$ cat config.mk
export PLATFORM = sky130hd
export DESIGN_NAME = delta_stream_decoder_core
export DESIGN_NICKNAME = d
export VERILOG_FILES = /design/src/rtl/dsd_pkg.sv /design/src/rtl/dsd_front.sv /design/src/rtl/dsd_queue.sv /design/src/rtl/dsd_back.sv /design/src/rtl/delta_stream_decoder_core.sv
export VERILOG_INCLUDE_DIRS = /design/src /design/src/rtl
export SDC_FILE = /design/constraint.sdc
export NUM_CORES = 1
export LEC_CHECK = 0
export BUFFER_PORTS_ARGS = -buffer_cell sky130_fd_sc_hd__buf_2
export CORE_MARGIN = 8
export CORE_UTILIZATION = 40
export CTS_BUF_LIST = sky130_fd_sc_hd__clkbuf_2
export DETAILED_ROUTE_END_ITERATION = 16
export GPL_TIMING_DRIVEN = 0
export PLACE_DENSITY = 0.64
export SYNTH_ARGS = -nofsm -noshare
export SYNTH_HDL_FRONTEND = slang
export SYNTH_SLANG_ARGS = --single-unit
$ cat constraint.sdc
create_clock -name aclk -period 7.9 [get_ports aclk]
set_input_delay 0.395 -clock aclk [delete_from_list [all_inputs] [get_ports aclk]]
set_output_delay 0.395 -clock aclk [all_outputs]
set_load 0.03 [all_outputs]
$ cat src/rtl/delta_stream_decoder_core_assert.svh
// ----------------------------------------------------------------------------
// Delta stream decoder assertion macros
// Shared concurrent assertion forms for the decoder modules.
// ----------------------------------------------------------------------------
`ifndef DELTA_STREAM_DECODER_CORE_ASSERT_SVH
`define DELTA_STREAM_DECODER_CORE_ASSERT_SVH

// The consequent must hold in the same cycle as the antecedent.
`define DSD_ASSERT_SAME(label, clk, rstn, ante, cons) \
    label: assert property (@(posedge clk) disable iff (!(rstn)) (ante) |-> (cons)) \
        else $error("delta stream decoder check failed");

// The consequent must hold in the cycle after the antecedent.
`define DSD_ASSERT_NEXT(label, clk, rstn, ante, cons) \
    label: assert property (@(posedge clk) disable iff (!(rstn)) (ante) |=> (cons)) \
        else $error("delta stream decoder check failed");

`endif

$ cat src/rtl/dsd_pkg.sv
// ----------------------------------------------------------------------------
// Delta stream decoder package
// Types and constants shared by the front parser, the queue and the back end.
// ----------------------------------------------------------------------------
package dsd_pkg;

    localparam int QUEUE_DEPTH = 4;
    localparam int QPTR_W      = 2;
    localparam int QCNT_W      = 3;

    localparam logic [23:0] COPY_LEN_DEFAULT = 24'h010000;

    typedef enum logic [1:0] {
        KIND_BASE   = 2'd0,
        KIND_TARGET = 2'd1,
        KIND_COPY   = 2'd2,
        KIND_LIT    = 2'd3
    } kind_t;

    typedef enum logic [2:0] {
        PH_BASE   = 3'd0,
        PH_TARGET = 3'd1,
        PH_CMD    = 3'd2,
        PH_ARGS   = 3'd3,
        PH_INSERT = 3'd4
    } phase_t;

    typedef enum logic [2:0] {
        OP_NONE   = 3'd0,
        OP_BASE   = 3'd1,
        OP_TARGET = 3'd2,
        OP_COPY   = 3'd3,
        OP_INSERT = 3'd4,
        OP_LIT    = 3'd5
    } op_code_t;

    // One classified operation handed from the front parser to the back end.
    typedef struct packed {
        op_code_t    code;
        logic [31:0] value;
        logic [23:0] len;
        logic        last;
    } op_t;

endpackage

$ cat src/rtl/dsd_front.sv
// ----------------------------------------------------------------------------
// Delta stream decoder front parser
// Decodes the header varints and command bytes and issues each operation on the byte that completes it.
// ----------------------------------------------------------------------------
module dsd_front #(
    parameter int SIZE_WIDTH = 32
) (
    input  logic          aclk,
    input  logic          aresetn,
    input  logic          accept_i,
    input  logic [7:0]    data_byte_i,
    input  logic          last_i,
    output logic          push_o,
    output dsd_pkg::op_t  op_o
);

    dsd_pkg::phase_t         phase_reg, phase_next;
    logic [5:0]              shift_pos_reg, shift_pos_next;
    logic [SIZE_WIDTH-1:0]   size_accum_reg, size_accum_next;
    logic [6:0]              arg_mask_reg, arg_mask_next;
    logic [31:0]             copy_offset_reg, copy_offset_next;
    logic [23:0]             copy_len_reg, copy_len_next;
    logic [6:0]              insert_left_reg, insert_left_next;

    logic [63:0]             group_shifted;
    logic [SIZE_WIDTH-1:0]   accum_upd;
    logic [63:0]             accum_ext;
    logic [6:0]              arg_sel;
    logic [6:0]              arg_mask_cleared;
    logic [31:0]             offset_upd;
    logic [23:0]             len_upd;
    logic [23:0]             copy_len_final;

    always_comb begin
        group_shifted = {57'd0, data_byte_i[6:0]} << shift_pos_reg;
        if ({1'b0, shift_pos_reg} < 7'(SIZE_WIDTH)) begin
            accum_upd = size_accum_reg | group_shifted[SIZE_WIDTH-1:0];
        end else begin
            accum_upd = size_accum_reg;
        end
        accum_ext = 64'(accum_upd);
    end

    always_comb begin
        arg_sel          = arg_mask_reg & (~arg_mask_reg + 7'd1);
        arg_mask_cleared = arg_mask_reg & ~arg_sel;
        offset_upd       = copy_offset_reg;
        len_upd          = copy_len_reg;
        for (int k = 0; k < 4; k++) begin
            if (arg_sel[k]) begin
                offset_upd[8*k +: 8] = offset_upd[8*k +: 8] | data_byte_i;
            end
        end
        for (int k = 0; k < 3; k++) begin
            if (arg_sel[4+k]) begin
                len_upd[8*k +: 8] = len_upd[8*k +: 8] | data_byte_i;
            end
        end
    end

    // A length field of zero stands for the default copy length.
    always_comb begin
        if (len_upd == 24'd0) begin
            copy_len_final = dsd_pkg::COPY_LEN_DEFAULT;
        end else begin
            copy_len_final = len_upd;
        end
    end

    always_comb begin
        phase_next = phase_reg;
        unique case (phase_reg)
            dsd_pkg::PH_BASE: begin
                if (!data_byte_i[7]) begin
                    phase_next = dsd_pkg::PH_TARGET;
                end
            end
            dsd_pkg::PH_TARGET: begin
                if (!data_byte_i[7]) begin
                    phase_next = dsd_pkg::PH_CMD;
                end
            end
            dsd_pkg::PH_CMD: begin
                if (data_byte_i[7]) begin
                    if (data_byte_i[6:0] != 7'd0) begin
                        phase_next = dsd_pkg::PH_ARGS;
                    end
                end else if (data_byte_i[6:0] != 7'd0) begin
                    phase_next = dsd_pkg::PH_INSERT;
                end
            end
            dsd_pkg::PH_ARGS: begin
                if (arg_mask_cleared == 7'd0) begin
                    phase_next = dsd_pkg::PH_CMD;
                end
            end
            dsd_pkg::PH_INSERT: begin
                if (insert_left_reg <= 7'd1) begin
                    phase_next = dsd_pkg::PH_CMD;
                end
            end
            default: begin
                phase_next = dsd_pkg::PH_BASE;
            end
        endcase
        if (last_i) begin
            phase_next = dsd_pkg::PH_BASE;
        end
    end

    always_comb begin
        shift_pos_next   = shift_pos_reg;
        size_accum_next  = size_accum_reg;
        arg_mask_next    = arg_mask_reg;
        copy_offset_next = copy_offset_reg;
        copy_len_next    = copy_len_reg;
        insert_left_next = insert_left_reg;
        op_o.code        = dsd_pkg::OP_NONE;
        op_o.value       = 32'd0;
        op_o.len         = 24'd0;
        op_o.last        = last_i;
        unique case (phase_reg)
            dsd_pkg::PH_BASE, dsd_pkg::PH_TARGET: begin
                size_accum_next = accum_upd;
                shift_pos_next  = (shift_pos_reg >= 6'd57) ? 6'd63 : shift_pos_reg + 6'd7;
                if (!data_byte_i[7]) begin
                    op_o.code       = (phase_reg == dsd_pkg::PH_BASE) ?
                                      dsd_pkg::OP_BASE : dsd_pkg::OP_TARGET;
                    op_o.value      = accum_ext[31:0];
                    shift_pos_next  = 6'd0;
                    size_accum_next = '0;
                end
            end
            dsd_pkg::PH_CMD: begin
                if (data_byte_i[7]) begin
                    arg_mask_next    = data_byte_i[6:0];
                    copy_offset_next = 32'd0;
                    copy_len_next    = 24'd0;
                    if (data_byte_i[6:0] == 7'd0) begin
                        op_o.code = dsd_pkg::OP_COPY;
                        op_o.len  = dsd_pkg::COPY_LEN_DEFAULT;
                    end
                end else if (data_byte_i[6:0] != 7'd0) begin
                    insert_left_next = data_byte_i[6:0];
                    op_o.code        = dsd_pkg::OP_INSERT;
                    op_o.value       = {25'd0, data_byte_i[6:0]};
                end
            end
            dsd_pkg::PH_ARGS: begin
                arg_mask_next    = arg_mask_cleared;
                copy_offset_next = offset_upd;
                copy_len_next    = len_upd;
                if (arg_mask_cleared == 7'd0) begin
                    op_o.code  = dsd_pkg::OP_COPY;
                    op_o.value = offset_upd;
                    op_o.len   = copy_len_final;
                end
            end
            dsd_pkg::PH_INSERT: begin
                op_o.code  = dsd_pkg::OP_LIT;
                op_o.value = {24'd0, data_byte_i};
                if (insert_left_reg != 7'd0) begin
                    insert_left_next = insert_left_reg - 7'd1;
                end
            end
            default: begin
            end
        endcase
        if (last_i) begin
            shift_pos_next   = 6'd0;
            size_accum_next  = '0;
            arg_mask_next    = 7'd0;
            copy_offset_next = 32'd0;
            copy_len_next    = 24'd0;
            insert_left_next = 7'd0;
        end
    end

    assign push_o = accept_i && ((op_o.code != dsd_pkg::OP_NONE) || last_i);

    always_ff @(posedge aclk) begin
        if (!aresetn) begin
            phase_reg       <= dsd_pkg::PH_BASE;
            shift_pos_reg   <= 6'd0;
            size_accum_reg  <= '0;
            arg_mask_reg    <= 7'd0;
            copy_offset_reg <= 32'd0;
            copy_len_reg    <= 24'd0;
            insert_left_reg <= 7'd0;
        end else if (accept_i) begin
            phase_reg       <= phase_next;
            shift_pos_reg   <= shift_pos_next;
            size_accum_reg  <= size_accum_next;
            arg_mask_reg    <= arg_mask_next;
            copy_offset_reg <= copy_offset_next;
            copy_len_reg    <= copy_len_next;
            insert_left_reg <= insert_left_next;
        end
    end

endmodule

$ cat src/rtl/dsd_queue.sv
// ----------------------------------------------------------------------------
// Delta stream decoder operation queue
// A short first-in first-out buffer between the front parser and the back end.
// ----------------------------------------------------------------------------
module dsd_queue (
    input  logic          aclk,
    input  logic          aresetn,
    input  logic          push_i,
    input  dsd_pkg::op_t  op_i,
    input  logic          pop_i,
    output logic          full_o,
    output logic          empty_o,
    output dsd_pkg::op_t  head_o
);

    dsd_pkg::op_t                 entry_reg [dsd_pkg::QUEUE_DEPTH];
    logic [dsd_pkg::QPTR_W-1:0]   wr_ptr_reg, wr_ptr_next;
    logic [dsd_pkg::QPTR_W-1:0]   rd_ptr_reg, rd_ptr_next;
    logic [dsd_pkg::QCNT_W-1:0]   count_reg, count_next;
    logic                         do_push;
    logic                         do_pop;

    assign full_o  = (count_reg == dsd_pkg::QCNT_W'(dsd_pkg::QUEUE_DEPTH));
    assign empty_o = (count_reg == '0);
    assign head_o  = entry_reg[rd_ptr_reg];
    assign do_push = push_i && !full_o;
    assign do_pop  = pop_i && !empty_o;

    always_comb begin
        wr_ptr_next = do_push ? wr_ptr_reg + 1'b1 : wr_ptr_reg;
        rd_ptr_next = do_pop ? rd_ptr_reg + 1'b1 : rd_ptr_reg;
        count_next  = count_reg;
        if (do_push && !do_pop) begin
            count_next = count_reg + 1'b1;
        end else if (do_pop && !do_push) begin
            count_next = count_reg - 1'b1;
        end
    end

    always_ff @(posedge aclk) begin
        if (do_push) begin
            entry_reg[wr_ptr_reg] <= op_i;
        end
    end

    always_ff @(posedge aclk) begin
        if (!aresetn) begin
            wr_ptr_reg <= '0;
            rd_ptr_reg <= '0;
            count_reg  <= '0;
        end else begin
            wr_ptr_reg <= wr_ptr_next;
            rd_ptr_reg <= rd_ptr_next;
            count_reg  <= count_next;
        end
    end

endmodule

$ cat src/rtl/dsd_back.sv
// ----------------------------------------------------------------------------
// Delta stream decoder back end
// Tracks the target bytes still owed, clamps copies and literals, and drives results.
// ----------------------------------------------------------------------------
`include "delta_stream_decoder_core_assert.svh"

module dsd_back (
    input  logic          aclk,
    input  logic          aresetn,
    input  logic          empty_i,
    input  dsd_pkg::op_t  head_i,
    output logic          pop_o,
    output logic          m_valid_o,
    input  logic          m_ready_i,
    output logic [1:0]    kind_o,
    output logic [31:0]   value_o,
    output logic [23:0]   length_o
);

    logic [31:0]      target_left_reg, target_left_next;
    logic [6:0]       emit_left_reg, emit_left_next;
    logic             m_valid_reg, m_valid_next;
    dsd_pkg::kind_t   kind_reg, kind_next;
    logic [31:0]      value_reg, value_next;
    logic [23:0]      length_reg, length_next;

    logic             out_free;
    logic             produce;
    logic [23:0]      copy_clamped;
    logic [6:0]       emit_clamped;

    assign out_free = !m_valid_reg || m_ready_i;
    assign pop_o    = !empty_i && out_free;

    always_comb begin
        if (target_left_reg < {8'd0, head_i.len}) begin
            copy_clamped = target_left_reg[23:0];
        end else begin
            copy_clamped = head_i.len;
        end
        if (target_left_reg < {25'd0, head_i.value[6:0]}) begin
            emit_clamped = target_left_reg[6:0];
        end else begin
            emit_clamped = head_i.value[6:0];
        end
    end

    always_comb begin
        target_left_next = target_left_reg;
        emit_left_next   = emit_left_reg;
        produce          = 1'b0;
        kind_next        = kind_reg;
        value_next       = value_reg;
        length_next      = length_reg;
        if (pop_o) begin
            unique case (head_i.code)
                dsd_pkg::OP_BASE: begin
                    produce     = 1'b1;
                    kind_next   = dsd_pkg::KIND_BASE;
                    value_next  = head_i.value;
                    length_next = 24'd0;
                end
                dsd_pkg::OP_TARGET: begin
                    produce          = 1'b1;
                    kind_next        = dsd_pkg::KIND_TARGET;
                    value_next       = head_i.value;
                    length_next      = 24'd0;
                    target_left_next = head_i.value;
                end
                dsd_pkg::OP_COPY: begin
                    produce          = 1'b1;
                    kind_next        = dsd_pkg::KIND_COPY;
                    value_next       = head_i.value;
                    length_next      = copy_clamped;
                    target_left_next = target_left_reg - {8'd0, copy_clamped};
                end
                dsd_pkg::OP_INSERT: begin
                    emit_left_next = emit_clamped;
                end
                dsd_pkg::OP_LIT: begin
                    if (emit_left_reg != 7'd0) begin
                        produce        = 1'b1;
                        kind_next      = dsd_pkg::KIND_LIT;
                        value_next     = {24'd0, head_i.value[7:0]};
                        length_next    = 24'd0;
                        emit_left_next = emit_left_reg - 7'd1;
                        if (target_left_reg != 32'd0) begin
                            target_left_next = target_left_reg - 32'd1;
                        end
                    end
                end
                default: begin
                end
            endcase
            if (head_i.last) begin
                target_left_next = 32'd0;
                emit_left_next   = 7'd0;
            end
        end
        if (produce) begin
            m_valid_next = 1'b1;
        end else if (m_ready_i) begin
            m_valid_next = 1'b0;
        end else begin
            m_valid_next = m_valid_reg;
        end
    end

    always_ff @(posedge aclk) begin
        if (!aresetn) begin
            target_left_reg <= 32'd0;
            emit_left_reg   <= 7'd0;
            m_valid_reg     <= 1'b0;
        end else begin
            target_left_reg <= target_left_next;
            emit_left_reg   <= emit_left_next;
            m_valid_reg     <= m_valid_next;
        end
    end

    always_ff @(posedge aclk) begin
        if (produce) begin
            kind_reg   <= kind_next;
            value_reg  <= value_next;
            length_reg <= length_next;
        end
    end

    assign m_valid_o = m_valid_reg;
    assign kind_o    = kind_reg;
    assign value_o   = value_reg;
    assign length_o  = length_reg;

    `DSD_ASSERT_NEXT(a_result_held, aclk, aresetn, m_valid_reg && !m_ready_i,
        m_valid_reg && $stable(kind_reg) && $stable(value_reg) && $stable(length_reg))
    `DSD_ASSERT_SAME(a_noncopy_len_zero, aclk, aresetn,
        m_valid_reg && (kind_reg != dsd_pkg::KIND_COPY), length_reg == 24'd0)
    `DSD_ASSERT_NEXT(a_emit_within_target, aclk, aresetn,
        1'b1, {25'd0, emit_left_reg} <= target_left_reg)

endmodule

$ cat src/rtl/delta_stream_decoder_core.sv
// A completed operation is written into the queue and registered in the back end before m_tvalid.
// One word per cycle while the queue is not full; the back end pops one op a cycle when free.
// A four-entry queue lets the parser keep accepting while a result waits on m_tready.
// Reset: aresetn is synchronous and active low; it empties the queue and returns the
// parser to the base size header with nothing owed.
// ----------------------------------------------------------------------------
// Delta stream decoder core
// Streaming decoder for one delta stream per frame: header sizes, copies and literals.
// ----------------------------------------------------------------------------
module delta_stream_decoder_core #(
    parameter int SIZE_WIDTH = 32
) (
    input  logic        aclk,
    input  logic        aresetn,
    input  logic        s_tvalid,
    output logic        s_tready,
    input  logic [7:0]  s_tdata,   // [7:0] data_byte
    input  logic        s_tlast,
    output logic        m_tvalid,
    input  logic        m_tready,
    output logic [55:0] m_tdata,   // [31:0] value, [55:32] length
    output logic [1:0]  m_tuser    // [1:0] kind
);

    logic          accept;
    logic          push;
    logic          pop;
    logic          queue_full;
    logic          queue_empty;
    dsd_pkg::op_t  op_in;
    dsd_pkg::op_t  op_head;
    logic [1:0]    kind;
    logic [31:0]   value;
    logic [23:0]   length;

    assign s_tready = !queue_full;
    assign accept   = s_tvalid && s_tready;

    dsd_front #(
        .SIZE_WIDTH (SIZE_WIDTH)
    ) u_front (
        .aclk        (aclk),
        .aresetn     (aresetn),
        .accept_i    (accept),
        .data_byte_i (s_tdata),
        .last_i      (s_tlast),
        .push_o      (push),
        .op_o        (op_in)
    );

    dsd_queue u_queue (
        .aclk    (aclk),
        .aresetn (aresetn),
        .push_i  (push),
        .op_i    (op_in),
        .pop_i   (pop),
        .full_o  (queue_full),
        .empty_o (queue_empty),
        .head_o  (op_head)
    );

    dsd_back u_back (
        .aclk      (aclk),
        .aresetn   (aresetn),
        .empty_i   (queue_empty),
        .head_i    (op_head),
        .pop_o     (pop),
        .m_valid_o (m_tvalid),
        .m_ready_i (m_tready),
        .kind_o    (kind),
        .value_o   (value),
        .length_o  (length)
    );

    assign m_tdata = {length, value};
    assign m_tuser = kind;

endmodule
==> results.toml <==
[outcome]
status = "completed"

[global_route]
first_global_vias = 16600
grt_overflow = 0
antenna_found_initial = 1
grt_max_degree = 54
grt_first_pass_wirelength_um = 97800
track_usage_pct = 19.8

[run]
cap_violations = 0

[power_and_ir_drop]
p_clk_share_pct = 15.4
pwr-share-seq_pct = 28.3
switching_share_pct = 46.2
power.static_leakage_nw = 9.06
power.internal_mw = 6.00
pwr-share-comb_pct = 56.3
p_per_area_nw_per_um2 = 450
power.switching_mw = 5.15
peakVddDrop_uv = 313

[placement]
dp.cells = 2709
dp_slack_ns = 0.726
post-dp-hpwl_um = 46700
io_buffers = 66
place_congestion = 0.908

[route]
drc = 0
wl_um = 64200
via_count = 16900
via_per_inst = 5.73
antenna_left = 0
drt_iter0_drc = 1550
firstDrtPassIters = 5
wire_per_inst_um = 21.8

[synth]
synthFlopType = "edfxtp_1"
synth_seq_area_share_pct = 54.9
async_flop_share_pct = 0
synth_edf_count = 298
syn_area_per_cell_um2 = 11.4
synth_top_cell_area_share_pct = 40.4
synthCells = 1934
synthesis.area_um2 = 22100
ys_ff_latch = 458
yosys.cell_types.count = 89
ys_top_cells_by_area = "edfxtp_1, dfxtp_1, mux4_2"
synth_top_cell_by_area = "edfxtp_1"
ys_warn_count = 0
syn-num-nets = 2016

[clock_network]
cts_resized = 0
cts_made_buffers = 116
clk_pin_slew_ns = 0.11
clk_latency_ns = 1.13
cts_root_buffer = "clkbuf_2"
cts_tree = "done"
clock_sinks = 458
htreeDepth = 3
clk_path_buf_depth = 3

[die]
dieArea_um2 = 63100
num_rows = 86
initial_core_util_pct = 40.3
fp.dieH_um = 251
core-area_um2 = 54900
dieWidth_um = 251
io_pins = 73

[cells_and_area]
layout.nets = 2213
layout_common_cells = "edfxtp_1, a21oi_1, clkbuf_2"
largest_reg_flops = 240
instances_no_fill = 2941
drive_above_1_share_pct = 16.2
area_growth_pct = 11.8
final_common_cell = "edfxtp_1"

[worst_setup_path]
crit_top_cell = "buf_2"
startpoint_type = "flip-flop"
critical_path_class = "flip-flop to flip-flop"
crit_slowest_cell = "mux4_2"
crit_arrival_ns = 8.29
crit_path_max_fanout = 10
cpPeakStageDelay_ns = 0.62
cp_data_required_time_ns = 8.89
crit_path_end_kind = "flip-flop"

[worst_hold_path]
hold_class = "input port to flip-flop"

[sta]
slew_violations = 0
layout_setup_ws_ns = 0.602
hold_violations = 0
rsz0062_at_grt = "false"
setup_tns_ns = 0
tightest_slew_ns = 1.12
period_share_pct = 92.4
skew_ns = 0.115
slew-limit-headroom_pct = 24.5
timing.fmax_ghz = 0.137
final-setup-viol-count = 0
min_period_ns = 7.30
[per-stage QoR]
stage	total power, mW	instance area, um2	hold WS (ns)	utilization, %
after floorplan	7.63	22100	0.435	-
after global placement	9.30	23300	0.448	42.5
after detailed placement	9.35	23500	0.461	42.8
after CTS	11.1	24700	0.0145	45.1
after global routing	11.8	24700	0.114	45.1
final	11.1	24700	0.165	45.1
[power by group through the flow]
| stage | combinational (mW) | sequential (mW) | clock (mW) |
|---|---|---|---|
| floorplan | 4.17 | 3.46 | 0 |
| global placement | 6.08 | 3.22 | 0 |
| detailed placement | 6.14 | 3.21 | 0 |
| CTS | 6.19 | 3.16 | 1.76 |
| global route | 6.75 | 3.19 | 1.89 |
| finish | 6.27 | 3.16 | 1.71 |
[cells by family after synthesis]
kind of cell,count (synthesis),synth area share [%]
and+or+nand+nor,596,14.2
AOI/OAI and AO/OA,491,14.3
DFF,458,54.9
buffers and inverters,183,3.20
muxes,109,8.36
adders and majority gates,71,4.06
xor gates and xnor gates,26,1.03
[cell type report]
cell class / count / area, um2
buffer: 124 / 487
tap: 704 / 881
fill: 5145 / 30100
inverter: 59 / 221
clock buffer: 164 / 821
antenna: 2 / 5.00
multi-input combinational: 1293 / 9280
sequential: 458 / 12200
clock inverter: 58 / 350
timing repair buffer: 79 / 541
[synthesized netlist by cell type (all sizes together) (17+ instances only)]
cell type  instances
nand2b            17
a22oi             56
nand2            102
or2               28
nor3              39
a21o              29
nor2             142
o21ai             96
dfxtp            160
nand3             19
edfxtp           298
and2              55
nor2b            107
buf               18
mux2i             42
nor4              31
mux4              60
a21oi            168
inv               59
clkbuf           106
ha                67
[critical path, delay by kind of cell (launching register included)]
kind	cells	cell delay (ns)
AO/OA/AOI/OAI	9	1.81
buffers and inverters	6	1.78
AND/OR/NAND/NOR	6	1.77
multiplexers	2	0.80
adder cells (fa/ha/maj)	2	0.71
flip-flops	1	0.32
[what timing repair did]
action,in CTS,in global routing
buffers inserted,0,0
hold endpoints to repair,42,0
hold buffers,8,0
[final timing paths]
kind                              start                          end  slack, ns  depth (start not counted)
max reg2reg                   flip-flop   u_back.target_left_reg[26]       0.60                         25
max                           flip-flop   u_back.target_left_reg[26]       0.60                         25
min reg2reg  u_front.copy_offset_reg[4]   u_front.copy_offset_reg[4]       0.48                          2
min                          s_tdata[6]  u_front.copy_offset_reg[14]       0.16                          6
[metal layers]
layer / vias up / global-route usage (%) / routed length, um
li1: 7723 / - / -
met1: 8267 / 25.8 / 27500
met2: 716 / 32.3 / 30100
met3: 150 / 3.52 / 4330
met4: 0 / 8.83 / 2290
met5: - / 0 / 0
Power figures use the tool's default switching activity.
